## config.mk

```make
export PLATFORM = sky130hd
export DESIGN_NAME = bitmap_slot_allocator
export DESIGN_NICKNAME = d
export VERILOG_FILES = /design/src/hw/rtl/bsa_pkg.sv /design/src/hw/rtl/bsa_word_scan.sv /design/src/hw/rtl/bitmap_slot_allocator.sv
export VERILOG_INCLUDE_DIRS = /design/src /design/src/hw/rtl
export SDC_FILE = /design/constraint.sdc
export NUM_CORES = 2
export LEC_CHECK = 0
export ABC_CLOCK_PERIOD_IN_PS = 8100
export BUFFER_PORTS_ARGS = -buffer_cell sky130_fd_sc_hd__buf_2
export CORE_UTILIZATION = 55
export CTS_CLUSTER_DIAMETER = 80
export DETAILED_ROUTE_END_ITERATION = 6
export GPL_TIMING_DRIVEN = 0
export PLACE_DENSITY = 0.71
export SETUP_SLACK_MARGIN = 0.02
export SLEW_MARGIN = 15
export SYNTH_ARGS = -nofsm -noshare
export SYNTH_HDL_FRONTEND = slang
export SYNTH_HIERARCHICAL = 1
export SYNTH_SLANG_ARGS = --single-unit
export TNS_END_PERCENT = 1
```

## constraint.sdc

```tcl
create_clock -name clk -period 8.1 [get_ports clk]
set_input_delay 0.81 -clock clk [delete_from_list [all_inputs] [get_ports clk]]
set_output_delay 0.81 -clock clk [all_outputs]
set_load 0.02 [all_outputs]
```

## src/hw/rtl/assert_macros.svh

```systemverilog
// assertion macros used by bitmap_slot_allocator
// no dependencies
`ifndef ASSERT_MACROS_SVH
`define ASSERT_MACROS_SVH

// clocked assertion, disabled while reset is asserted
`define BSA_ASSERT_CLK(name, clk, rst_n, prop, msg) \
    name: assert property (@(posedge clk) disable iff (!rst_n) prop) \
        else $error(msg);

// clocked assertion on clk and rst_n of the enclosing module
`define BSA_ASSERT(name, prop, msg) \
    `BSA_ASSERT_CLK(name, clk, rst_n, prop, msg)

`endif

```

## src/hw/rtl/bsa_pkg.sv

```systemverilog
// bitmap slot allocator package: field widths, codes and sequencer states
// no dependencies
package bsa_pkg;

    localparam int HANDLE_W  = 11;
    localparam int EBYTES_W  = 13;
    localparam int OFFSET_W  = 23;
    localparam int S_TDATA_W = 16;
    localparam int M_TDATA_W = 40;
    localparam int M_PAD_W   = M_TDATA_W - HANDLE_W - OFFSET_W;

    localparam logic [EBYTES_W-1:0] EBYTES_RESET = 13'd16;

    localparam logic OP_FREE = 1'b1;

    localparam logic ST_DONE    = 1'b0;
    localparam logic ST_NOSPACE = 1'b1;

    typedef enum logic [7:0] {
        S_CLR  = 8'b0000_0001,
        S_IDLE = 8'b0000_0010,
        S_READ = 8'b0000_0100,
        S_EVAL = 8'b0000_1000,
        S_FCL  = 8'b0001_0000,
        S_FWD  = 8'b0010_0000,
        S_FCLR = 8'b0100_0000,
        S_MUL  = 8'b1000_0000
    } bsa_state_t;

endpackage

```

## src/hw/rtl/bsa_word_scan.sv

```systemverilog
// lowest free slot search over one bitmap word
// standalone, used by bitmap_slot_allocator
module bsa_word_scan #(
    parameter int WORD_BITS = 64,
    localparam int BIT_W = $clog2(WORD_BITS)
) (
    input  logic [WORD_BITS-1:0] word,
    input  logic [BIT_W-1:0]     fill_bits,
    input  logic                 full,
    output logic                 found,
    output logic [WORD_BITS-1:0] onehot,
    output logic [BIT_W-1:0]     index
);

    logic [WORD_BITS-1:0] vmask;
    logic [WORD_BITS-1:0] avail;

    assign vmask  = full ? {WORD_BITS{1'b1}}
                         : ((WORD_BITS'(1) << fill_bits) - WORD_BITS'(1));
    assign avail  = ~word & vmask;
    assign onehot = avail & (~avail + WORD_BITS'(1));
    assign found  = |avail;

    // one-hot to binary
    always_comb
    begin
        index = '0;
        for (int b = 0; b < WORD_BITS; b++)
        begin
            index = index | (onehot[b] ? BIT_W'(b) : '0);
        end
    end

endmodule

```

## src/hw/rtl/bitmap_slot_allocator.sv

```systemverilog
// first-fit slot allocator over per-cluster bitmap words, top level
// depends on bsa_pkg, bsa_word_scan and assert_macros.svh
// allocate: reads bitmap words in turn from the hint cluster onward, per beat
// free: skips whole clusters, then words, to reach the slot, then clears its bit, per beat
// result is registered once ready returns and valid in the cycle after; a stalled result holds the sequencer
// after reset a clearing pass writes zero to every bitmap word in turn
`include "assert_macros.svh"

module bitmap_slot_allocator #(
    parameter int NUM_CLUSTERS      = 8,
    parameter int SLOTS_PER_CLUSTER = 256,
    parameter int WORD_BITS         = 64
) (
    input  logic                          clk,
    input  logic                          rst_n,
    input  logic                          cfg_we,
    input  logic [bsa_pkg::EBYTES_W-1:0]  cfg_wdata,   // element_bytes
    input  logic                          s_tvalid,
    output logic                          s_tready,
    input  logic [bsa_pkg::S_TDATA_W-1:0] s_tdata,     // slot_handle
    input  logic [0:0]                    s_tuser,     // op
    output logic                          m_tvalid,
    input  logic                          m_tready,
    output logic [bsa_pkg::M_TDATA_W-1:0] m_tdata,     // granted_handle, byte_offset
    output logic [0:0]                    m_tuser      // status
);

    localparam int WPC         = (SLOTS_PER_CLUSTER + WORD_BITS - 1) / WORD_BITS;
    localparam int TOTAL_WORDS = NUM_CLUSTERS * WPC;
    localparam int ADDR_W      = (TOTAL_WORDS > 1) ? $clog2(TOTAL_WORDS) : 1;
    localparam int CL_W        = (NUM_CLUSTERS > 1) ? $clog2(NUM_CLUSTERS) : 1;
    localparam int TOTAL_SLOTS = NUM_CLUSTERS * SLOTS_PER_CLUSTER;
    localparam int POS_W       = $clog2(TOTAL_SLOTS + 1);
    localparam int CMP_W       = ((POS_W > bsa_pkg::HANDLE_W) ? POS_W : bsa_pkg::HANDLE_W) + 1;
    localparam int REM_W       = $clog2(SLOTS_PER_CLUSTER + 1);
    localparam int BIT_W       = $clog2(WORD_BITS);
    localparam int PROD_W      = bsa_pkg::HANDLE_W + bsa_pkg::EBYTES_W;

    bsa_pkg::bsa_state_t state_reg, state_next;

    logic [ADDR_W-1:0]             addr_reg, addr_next;
    logic [CL_W-1:0]               cl_reg, cl_next;
    logic [POS_W-1:0]              pos_reg, pos_next;
    logic [REM_W-1:0]              wrem_reg, wrem_next;
    logic [POS_W-1:0]              cbase_reg, cbase_next;
    logic [ADDR_W-1:0]             cbase_addr_reg, cbase_addr_next;
    logic [CL_W-1:0]               hint_reg, hint_next;
    logic [ADDR_W-1:0]             hint_addr_reg, hint_addr_next;
    logic [POS_W-1:0]              hint_base_reg, hint_base_next;
    logic [bsa_pkg::EBYTES_W-1:0]  eb_reg, eb_next;
    logic                          ovalid_reg, ovalid_next;

    logic [bsa_pkg::HANDLE_W-1:0]  handle_reg, handle_next;
    logic [BIT_W-1:0]              bit_reg, bit_next;
    logic [bsa_pkg::HANDLE_W-1:0]  gh_reg, gh_next;
    logic                          status_reg, status_next;
    logic [bsa_pkg::HANDLE_W-1:0]  out_handle_reg, out_handle_next;
    logic [bsa_pkg::OFFSET_W-1:0]  out_offset_reg, out_offset_next;
    logic                          out_status_reg, out_status_next;

    logic [WORD_BITS-1:0]          mem [TOTAL_WORDS];
    logic [WORD_BITS-1:0]          rdata_reg;
    logic                          mem_we;
    logic [WORD_BITS-1:0]          mem_wdata;

    logic                          scan_found;
    logic [WORD_BITS-1:0]          scan_onehot;
    logic [BIT_W-1:0]              scan_index;

    logic [CMP_W-1:0]              pos_ext;
    logic [CMP_W-1:0]              handle_ext;
    logic [CMP_W-1:0]              pos_p_spc;
    logic [CMP_W-1:0]              pos_p_wb;
    logic [CMP_W-1:0]              pos_p_rem;
    logic                          wrem_full;
    logic                          last_cluster;
    logic                          out_free;
    logic [PROD_W-1:0]             prod;

    assign pos_ext      = CMP_W'(pos_reg);
    assign handle_ext   = CMP_W'(handle_reg);
    assign pos_p_spc    = pos_ext + CMP_W'(SLOTS_PER_CLUSTER);
    assign pos_p_wb     = pos_ext + CMP_W'(WORD_BITS);
    assign pos_p_rem    = pos_ext + CMP_W'(wrem_reg);
    assign wrem_full    = (wrem_reg >= REM_W'(WORD_BITS));
    assign last_cluster = (cl_reg == CL_W'(NUM_CLUSTERS - 1));
    assign out_free     = !ovalid_reg || m_tready;
    assign prod         = gh_reg * eb_reg;

    bsa_word_scan #(
        .WORD_BITS (WORD_BITS)
    ) u_scan (
        .word      (rdata_reg),
        .fill_bits (wrem_reg[BIT_W-1:0]),
        .full      (wrem_full),
        .found     (scan_found),
        .onehot    (scan_onehot),
        .index     (scan_index)
    );

    // bitmap memory, one port at addr_reg
    always_comb
    begin
        mem_we    = 1'b0;
        mem_wdata = '0;
        unique case (state_reg)
            bsa_pkg::S_CLR:
            begin
                mem_we = 1'b1;
            end
            bsa_pkg::S_EVAL:
            begin
                mem_we    = scan_found;
                mem_wdata = rdata_reg | scan_onehot;
            end
            bsa_pkg::S_FCLR:
            begin
                mem_we    = 1'b1;
                mem_wdata = rdata_reg & ~(WORD_BITS'(1) << bit_reg);
            end
            default:
            begin
                mem_we = 1'b0;
            end
        endcase
    end

    always_ff @(posedge clk)
    begin
        if (mem_we)
        begin
            mem[addr_reg] <= mem_wdata;
        end
        rdata_reg <= mem[addr_reg];
    end

    // sequencer
    always_comb
    begin
        state_next      = state_reg;
        addr_next       = addr_reg;
        cl_next         = cl_reg;
        pos_next        = pos_reg;
        wrem_next       = wrem_reg;
        cbase_next      = cbase_reg;
        cbase_addr_next = cbase_addr_reg;
        hint_next       = hint_reg;
        hint_addr_next  = hint_addr_reg;
        hint_base_next  = hint_base_reg;
        handle_next     = handle_reg;
        bit_next        = bit_reg;
        gh_next         = gh_reg;
        status_next     = status_reg;

        unique case (state_reg)
            bsa_pkg::S_CLR:
            begin
                if (addr_reg == ADDR_W'(TOTAL_WORDS - 1))
                begin
                    addr_next  = '0;
                    state_next = bsa_pkg::S_IDLE;
                end
                else
                begin
                    addr_next = addr_reg + ADDR_W'(1);
                end
            end
            bsa_pkg::S_IDLE:
            begin
                if (s_tvalid)
                begin
                    handle_next = s_tdata[bsa_pkg::HANDLE_W-1:0];
                    gh_next     = '0;
                    status_next = bsa_pkg::ST_DONE;
                    wrem_next   = REM_W'(SLOTS_PER_CLUSTER);
                    if (s_tuser[0] == bsa_pkg::OP_FREE)
                    begin
                        cl_next    = '0;
                        addr_next  = '0;
                        pos_next   = '0;
                        state_next = bsa_pkg::S_FCL;
                    end
                    else
                    begin
                        cl_next         = hint_reg;
                        addr_next       = hint_addr_reg;
                        pos_next        = hint_base_reg;
                        cbase_next      = hint_base_reg;
                        cbase_addr_next = hint_addr_reg;
                        state_next      = bsa_pkg::S_READ;
                    end
                end
            end
            bsa_pkg::S_READ:
            begin
                state_next = bsa_pkg::S_EVAL;
            end
            bsa_pkg::S_EVAL:
            begin
                if (scan_found)
                begin
                    gh_next        = bsa_pkg::HANDLE_W'(pos_ext + CMP_W'(scan_index));
                    hint_next      = cl_reg;
                    hint_addr_next = cbase_addr_reg;
                    hint_base_next = cbase_reg;
                    state_next     = bsa_pkg::S_MUL;
                end
                else if (wrem_reg > REM_W'(WORD_BITS))
                begin
                    addr_next  = addr_reg + ADDR_W'(1);
                    pos_next   = POS_W'(pos_p_wb);
                    wrem_next  = wrem_reg - REM_W'(WORD_BITS);
                    state_next = bsa_pkg::S_READ;
                end
                else if (last_cluster)
                begin
                    status_next = bsa_pkg::ST_NOSPACE;
                    state_next  = bsa_pkg::S_MUL;
                end
                else
                begin
                    cl_next         = cl_reg + CL_W'(1);
                    addr_next       = addr_reg + ADDR_W'(1);
                    pos_next        = POS_W'(pos_p_rem);
                    cbase_next      = POS_W'(pos_p_rem);
                    cbase_addr_next = addr_reg + ADDR_W'(1);
                    wrem_next       = REM_W'(SLOTS_PER_CLUSTER);
                    state_next      = bsa_pkg::S_READ;
                end
            end
            bsa_pkg::S_FCL:
            begin
                if (handle_ext >= pos_p_spc)
                begin
                    if (last_cluster)
                    begin
                        state_next = bsa_pkg::S_MUL;
                    end
                    else
                    begin
                        cl_next   = cl_reg + CL_W'(1);
                        pos_next  = POS_W'(pos_p_spc);
                        addr_next = addr_reg + ADDR_W'(WPC);
                    end
                end
                else
                begin
                    cbase_next      = pos_reg;
                    cbase_addr_next = addr_reg;
                    state_next      = bsa_pkg::S_FWD;
                end
            end
            bsa_pkg::S_FWD:
            begin
                if (handle_ext >= pos_p_wb)
                begin
                    pos_next  = POS_W'(pos_p_wb);
                    addr_next = addr_reg + ADDR_W'(1);
                end
                else
                begin
                    bit_next   = BIT_W'(handle_ext - pos_ext);
                    state_next = bsa_pkg::S_FCLR;
                end
            end
            bsa_pkg::S_FCLR:
            begin
                if (cl_reg < hint_reg)
                begin
                    hint_next      = cl_reg;
                    hint_addr_next = cbase_addr_reg;
                    hint_base_next = cbase_reg;
                end
                state_next = bsa_pkg::S_MUL;
            end
            bsa_pkg::S_MUL:
            begin
                if (out_free)
                begin
                    state_next = bsa_pkg::S_IDLE;
                end
            end
            default:
            begin
                state_next = bsa_pkg::S_IDLE;
            end
        endcase
    end

    // output register and element_bytes
    always_comb
    begin
        out_handle_next = out_handle_reg;
        out_offset_next = out_offset_reg;
        out_status_next = out_status_reg;
        ovalid_next     = ovalid_reg;
        if (state_reg == bsa_pkg::S_MUL && out_free)
        begin
            out_handle_next = gh_reg;
            out_offset_next = prod[bsa_pkg::OFFSET_W-1:0];
            out_status_next = status_reg;
            ovalid_next     = 1'b1;
        end
        else if (m_tready)
        begin
            ovalid_next = 1'b0;
        end
        eb_next = cfg_we ? cfg_wdata : eb_reg;
    end

    always_ff @(posedge clk or negedge rst_n)
    begin
        if (!rst_n)
        begin
            state_reg      <= bsa_pkg::S_CLR;
            addr_reg       <= '0;
            cl_reg         <= '0;
            pos_reg        <= '0;
            wrem_reg       <= '0;
            cbase_reg      <= '0;
            cbase_addr_reg <= '0;
            hint_reg       <= '0;
            hint_addr_reg  <= '0;
            hint_base_reg  <= '0;
            eb_reg         <= bsa_pkg::EBYTES_RESET;
            ovalid_reg     <= 1'b0;
        end
        else
        begin
            state_reg      <= state_next;
            addr_reg       <= addr_next;
            cl_reg         <= cl_next;
            pos_reg        <= pos_next;
            wrem_reg       <= wrem_next;
            cbase_reg      <= cbase_next;
            cbase_addr_reg <= cbase_addr_next;
            hint_reg       <= hint_next;
            hint_addr_reg  <= hint_addr_next;
            hint_base_reg  <= hint_base_next;
            eb_reg         <= eb_next;
            ovalid_reg     <= ovalid_next;
        end
    end

    always_ff @(posedge clk)
    begin
        handle_reg     <= handle_next;
        bit_reg        <= bit_next;
        gh_reg         <= gh_next;
        status_reg     <= status_next;
        out_handle_reg <= out_handle_next;
        out_offset_reg <= out_offset_next;
        out_status_reg <= out_status_next;
    end

    assign s_tready = (state_reg == bsa_pkg::S_IDLE);
    assign m_tvalid = ovalid_reg;
    assign m_tdata  = {{bsa_pkg::M_PAD_W{1'b0}}, out_offset_reg, out_handle_reg};
    assign m_tuser  = out_status_reg;

    `BSA_ASSERT(a_hint_range, hint_reg <= CL_W'(NUM_CLUSTERS - 1),
                "search hint out of range")
    `BSA_ASSERT(a_grant_moves_hint,
                (state_reg == bsa_pkg::S_EVAL && scan_found) |=> (hint_reg == $past(cl_reg)),
                "hint not moved to granting cluster")
    `BSA_ASSERT(a_nospace_zero,
                (m_tvalid && m_tuser[0] == bsa_pkg::ST_NOSPACE) |-> (m_tdata == '0),
                "no-space beat carries nonzero data")
    `BSA_ASSERT(a_free_in_word,
                (state_reg == bsa_pkg::S_FCLR) |-> (handle_ext >= pos_ext && handle_ext < pos_p_wb),
                "freed slot outside addressed word")

endmodule
```

* Yosys cells after proc, flatten, opt, wreduce, memory -nomap -nowiden
Memories as Yosys holds them, arrays and structs flattened. A register that Yosys moved wholly into a read port is not among the register bits. Index checks and enable logic that the tools add are counted. W data, S select, Z words.
Storage, ports and cells: memories kept 1, memory bits (writable) 2048, register bits after elaboration 152, word-level logic and storage cells 299, input bits 35
Memory list:
- mem | words 32, width 64, read ports 1, clocked after Yosys merged registers in 1, write ports 1, RTL line bitmap_slot_allocator.sv:61 | logic [WORD_BITS-1:0] mem [TOTAL_WORDS];
Cells by class: eq/ne operators 27, multiplexer cells 141, add/sub/neg operators 11, bitwise gates (word level) 70, $lt $le $gt $ge 5, shifts and indexed selects 2, multipliers 1, reduce and logical (&&, ||, !) cells 22
Operators with widths (number):
- $or A6 B6 Y6 | 62
- $and A64 B64 Y64 | 3
- $mux W6 | 32
- $not A64 Y64 | 3
- $mux W12 | 15
- $mux W5 | 33
- $pmux W64 S2 | 1
- $shl A1 B6 Y64 const A | 2
- $mux W8 | 9
- $add A64 B1 Y64 const B | 1
- $mux W64 | 1
- $or A64 B64 Y64 | 1
- $pmux W8 S8 | 1
- $reduce_or A64 Y1 | 1
- $sub A64 B1 Y64 const B | 1
- $pmux W12 S4 | 1
- $mux W3 | 12
- $mux W9 | 4
- $pmux W12 S3 | 1
- $mux W4 | 8
- $ne A2 B2 Y1 const B | 15
- $ge A11 B13 Y1 | 2
- $pmux W5 S5 | 1
- $pmux W12 S2 | 1
- 48 further kinds | 68

* Longest topological paths before layout
depth after elaboration 73, mapped depth 28, mapped depth without buffers 24

* Hierarchy
The synthesis kept the hierarchy.
Modules (own cells, without submodules):
- bitmap_slot_allocator | seq. area each 66756.5 µm², instances 1, cells an instance 4577, area an instance 90850.9 µm²
- bsa_word_scan | seq. area each 0.0 µm², instances 1, cells an instance 622, area an instance 3749.8 µm²

* Worst setup path after synthesis
No wires, ideal clock.
path kind register -> register, from reg wrem_reg[7], to mem mem[0][0], enable pin, library setup time 0.487 ns, arrival 6.266 ns, path buffers 4, cell stages (with the launch flop) 20, path slack 1.347 ns, clock period less this slack 6.753 ns, data required time 7.613 ns, cell sequence dfrtp_1 -> inv_1 -> ha_1 -> or4_1 -> clkbuf_1 -> clkbuf_1 -> buf_1 -> nor2_1 -> a211oi_1 -> nor4_1 -> o21ai_0 -> nor3_1 -> nand2_1 -> clkbuf_1 -> nor3_1 -> o2111ai_1 -> nand2_1 -> nand2_1 -> nand2_1 -> nor2_1
Between the ends: cells in the longest elaborated chain, start to end 7
Ends and longest elaborated chain:
- start, declared | RTL line bitmap_slot_allocator.sv:44 | logic [REM_W-1:0] wrem_reg, wrem_next;
- start signal, assigned | RTL line bitmap_slot_allocator.sv:334 | wrem_reg <= wrem_next;
- $ge A9 B7 Y1 | RTL line bitmap_slot_allocator.sv:85 | assign wrem_full = (wrem_reg >= REM_W'(WORD_BITS));
- named net wrem_full | RTL line bitmap_slot_allocator.sv:75 | logic wrem_full;
- $mux W64 | RTL line bsa_word_scan.sv:18 | assign vmask = full ? {WORD_BITS{1'b1}}
- $and A64 B64 Y64 | RTL line bsa_word_scan.sv:20 | assign avail = ~word & vmask;
- $reduce_or A64 Y1 | RTL line bsa_word_scan.sv:22 | assign found = |avail;
- named net scan_found | RTL line bitmap_slot_allocator.sv:66 | logic scan_found;
- $pmux W1 S2 | RTL line bitmap_slot_allocator.sv:106 | unique case (state_reg)
- $mux W1 | RTL line bitmap_slot_allocator.sv:130 | if (mem_we)
- $mux W1 (implied by the code) | RTL line bitmap_slot_allocator.sv:132 | mem[addr_reg] <= mem_wdata;
- end, declared | RTL line bitmap_slot_allocator.sv:61
The timed path passes the listed nets, and every way through them passes these cells.

* Worst setup path in the final report
from reg wrem_reg[7], to mem mem[18][22], enable pin
The elaborated chain is that of the path after synthesis.

==> flow_metrics.py <==
metrics = {
    "clock_tree": {
        "path_clk_slew_ns": 0.06,
        "cts_tree": "yes",
        "cts_sinks": 2258,
        "cts-htree-levels": 4,
        "cts_buffers": 213,
        "clk_latency_ns": 0.88,
        "ctsRootBufferMaster": "clkbuf_16",
        "clockBufferDepth": 3,
    },
    "setup_path": {
        "critPathCapture": "mem[18][22]",
        "reg2reg_slack_ns": 0.07,
        "path_cells": "inv_1, ha_1, or4_1, clkbuf_1, clkinv_1, clkbuf_1, a21oi_1, nor4_1, o21ai_0, nor3_2, nand2_1, clkbuf_1, nor3_1, o2111ai_1, nand2_1, nand2_1, nand2_2, nor2_4, buf_12, buf_12, buf_16",
        "slowest_stage": "or4_1",
        "path_class": "flop to flop",
        "r2r-end": "mem[18][22]",
        "slowest_delay_ns": 0.79,
        "cp_num_buf_inv": 8,
        "cp.depth": 21,
        "worst-endpoint-required_ns": 8.70,
        "reg2reg_depth": 21,
        "crit_path_max_fanout": 15,
        "setup.worst_path.start": "wrem_reg[7]",
        "crit_path_end_kind": "flop",
        "worstSetupStartpointType": "flop",
        "critical_path_arrival_ns": 8.63,
        "crit_family": "simple AND/OR/NAND/NOR gates",
        "reg2reg_from": "wrem_reg[7]",
    },
    "placement": {
        "pre_cts_ws_ns": -0.345,
        "portBuffers": 66,
        "globalplace.congestion": 1.04,
        "dp_hpwl_microns": 203000,
    },
    "pwr": {
        "leakage_uw": 0.0393,
        "p_per_area_mw_per_mm2": 355,
        "total_power_uw": 39100,
        "peakVddDrop_mv": 0.769,
    },
    "grt": {
        "grt_pass1_wl_microns": 423000,
        "grt_max_degree": 58,
        "first_global_vias": 55900,
        "antenna_found_initial": 17,
        "track_usage_pct": 35.3,
        "overflow": 0,
    },
    "timing": {
        "finalClockSkew_ns": 0.0363,
        "rsz0062_at_grt": "true",
        "finalCritPeriodShare_pct": 99.1,
        "tightest_slew_ns": 1.29,
        "finalWorstSetupSlack_ns": 0.0714,
        "setup-violations-final": 0,
        "timing.slew.headroom_pct": 14.2,
        "timing_hold_violations_final": 0,
        "fin_crit_ns": 8.03,
        "whs_ns": 0.113,
        "slew_viol_final": 0,
        "fmax_mhz": 125,
    },
    "floorplanning": {
        "die_area_sq_mm": 0.174,
        "rows": 151,
        "coreArea_sq_mm": 0.170,
        "die_w_microns": 417,
        "die_h_microns": 417,
        "start_util_pct": 55.6,
        "ioPinCount": 78,
    },
    "synth": {
        "seq_area_frac_synth_pct": 70.6,
        "syn-cell-area_sq_mm": 0.0946,
        "yosys_most_used_dff": "edfxtp_1",
        "synth_enable_flop_cells": 2112,
        "ys_seq_elements": 2258,
        "synth_cell_types": 107,
        "yosys_warnings": 6,
        "syn-instance-count": 5199,
        "synth-async-reset-ratio_pct": 3.63,
        "avgSynthCellArea_sq_um": 18.2,
    },
    "min_path": {
        "min_path_cells": 1,
        "hp-class": "input port to flop",
    },
    "status": {
        "status": "finished clean",
    },
    "routing": {
        "viasPerCell": 6.96,
        "route.detailed.drc": 0,
        "drtAntennaViolNets": 0,
        "vias": 56600,
        "finalWirelength_microns": 304000,
        "wl_per_cell_microns": 37.4,
        "drt_iter0_markers": 8547,
        "drtPass1Iterations": 6,
    },
    "final_layout": {
        "drive_above_1_share_pct": 24.6,
        "largest_reg_flops": 2048,
        "fin_nets": 5958,
        "final_util_pct": 64.8,
        "regArea_sq_mm": 0.0668,
        "area_delta_synth_final_pct": 16.5,
        "n_fill_cell": 11200,
        "multi_input_area_sq_mm": 0.0272,
    },
    "run": {
        "cap_violations": 0,
    },
}
placed cells by master (no fill, tap or decap), types with 27 or more instances in the layout:
cell	Yosys	routed
a211oi_4	0	64
a21o_1	27	27
a21oi_1	159	159
a22oi_1	260	260
a31oi_1	34	34
and2_1	77	77
buf_1	55	34
buf_12	0	81
buf_16	0	57
buf_2	46	128
buf_6	2	49
buf_8	0	27
clkbuf_1	182	186
clkbuf_16	0	214
clkbuf_2	1	49
clkinv_1	1	33
clkinv_2	0	40
dfrtp_1	80	80
dfxtp_1	64	64
edfxtp_1	2112	2112
fa_1	99	99
ha_1	99	99
inv_1	176	176
mux4_2	512	512
nand2_1	197	193
nand2b_1	28	28
nand3_1	40	40
nand4_1	78	78
nor2_1	168	127
nor2_4	0	33
nor3_1	60	50
o21ai_0	73	72
xnor2_1	35	35
synth_stat cells (27+ instances only):
cell type     n  area, sq um
a31oi_1      34          213
and2_1       77          482
a21oi_1     159          796
nand3_1      40          200
nor2_1      168          631
clkbuf_1    182          683
nand4_1      78          488
inv_1       176          661
edfxtp_1   2112        63400
ha_1         99         1240
fa_1         99         1980
a211oi_1     77          578
nor4_1       30          188
nand2b_1     28          175
dfxtp_1      64         1280
o21ai_0      73          365
nand2_1     197          739
xnor2_1      35          307
mux4_2      512        11500
buf_1        55          206
dfrtp_1      80         2000
a21o_1       27          203
nor3_1       60          300
buf_2        46          230
a22oi_1     260         1950
stage by stage:
step | TNS (ns) | area [sq um] | cells
6_report | 0 | 110000 | 8137
3_3_place_gp | - | 97800 | 7508
4_1_cts | -22.09 | 110000 | 8121
3_5_place_dp | -139.47 | 103000 | 7724
2_1_floorplan | 0 | 94700 | 5224
5_1_grt | -0.00637 | 110000 | 8127
final cells by class:
class,count,share of cell area (%)
clock buffers,270,5.15
plain buffers,298,1.19
inverters,180,0.615
clock inverters,126,1.12
diodes,13,0.0295
multi-input cells,2488,24.7
flip-flops and latches,2258,60.6
well taps,2218,2.52
repair buffers,286,4.10
kinds of logic after synthesis:
logic type | share of synthesized area, %
other | 0.00396
buffers and inverters | 2.02
adder cells (fa/ha/maj) | 3.40
AND/OR/NAND/NOR | 4.83
XOR/XNOR | 0.435
flip-flops | 70.6
multiplexers | 13.0
AO/OA/AOI/OAI | 5.75
worst min path at each step:
stage	slack [ns]	to	startpoint
final	0.11	handle_reg[1]	s_tdata[1]
after global placement	0.41	m_tuser	status_reg
after floorplan	0.40	m_tuser	status_reg
after CTS	0.07	handle_reg[1]	s_tdata[1]
after detailed placement	0.42	m_tuser	status_reg
after global routing	0.09	handle_reg[7]	s_tdata[7]
repair_timing:
item / in CTS / in global routing
hold buffers: 1 / 0
resized for setup: 3 / 11
pin swaps: 0 / 1
setup endpoints to repair: 1614 / 1368
buffers inserted: 0 / 2
endpoints found under the hold margin: 24 / 0
gates cloned: 0 / 0
layer usage:
metal,routed length [microns],track usage [%],vias to the layer above
met5,152,0,-
met4,17800,17.6,20
met3,37800,9.22,955
met2,140000,54.3,4351
met1,108000,47.0,29200
li1,-,-,22100
report_power, final:
group	switching [uW]	internal, uW	total [uW]	leakage (uW)
Sequential	394	13500	13900	0.0238
Clock	4470	5500	9960	0.00336
Combinational	9390	5880	15300	0.0121
Total	14200	24900	39100	0.0393
worst register-to-register path, delay by kind of cell (launching register included):
family / cells / cell delay, ns
AO/OA/AOI/OAI: 3 / 1.12
adder cells (fa/ha/maj): 1 / 0.19
flip-flops: 1 / 0.43
buffers and inverters: 8 / 2.48
AND/OR/NAND/NOR: 9 / 3.54
Note: power is estimated with default switching activity, not from simulation.
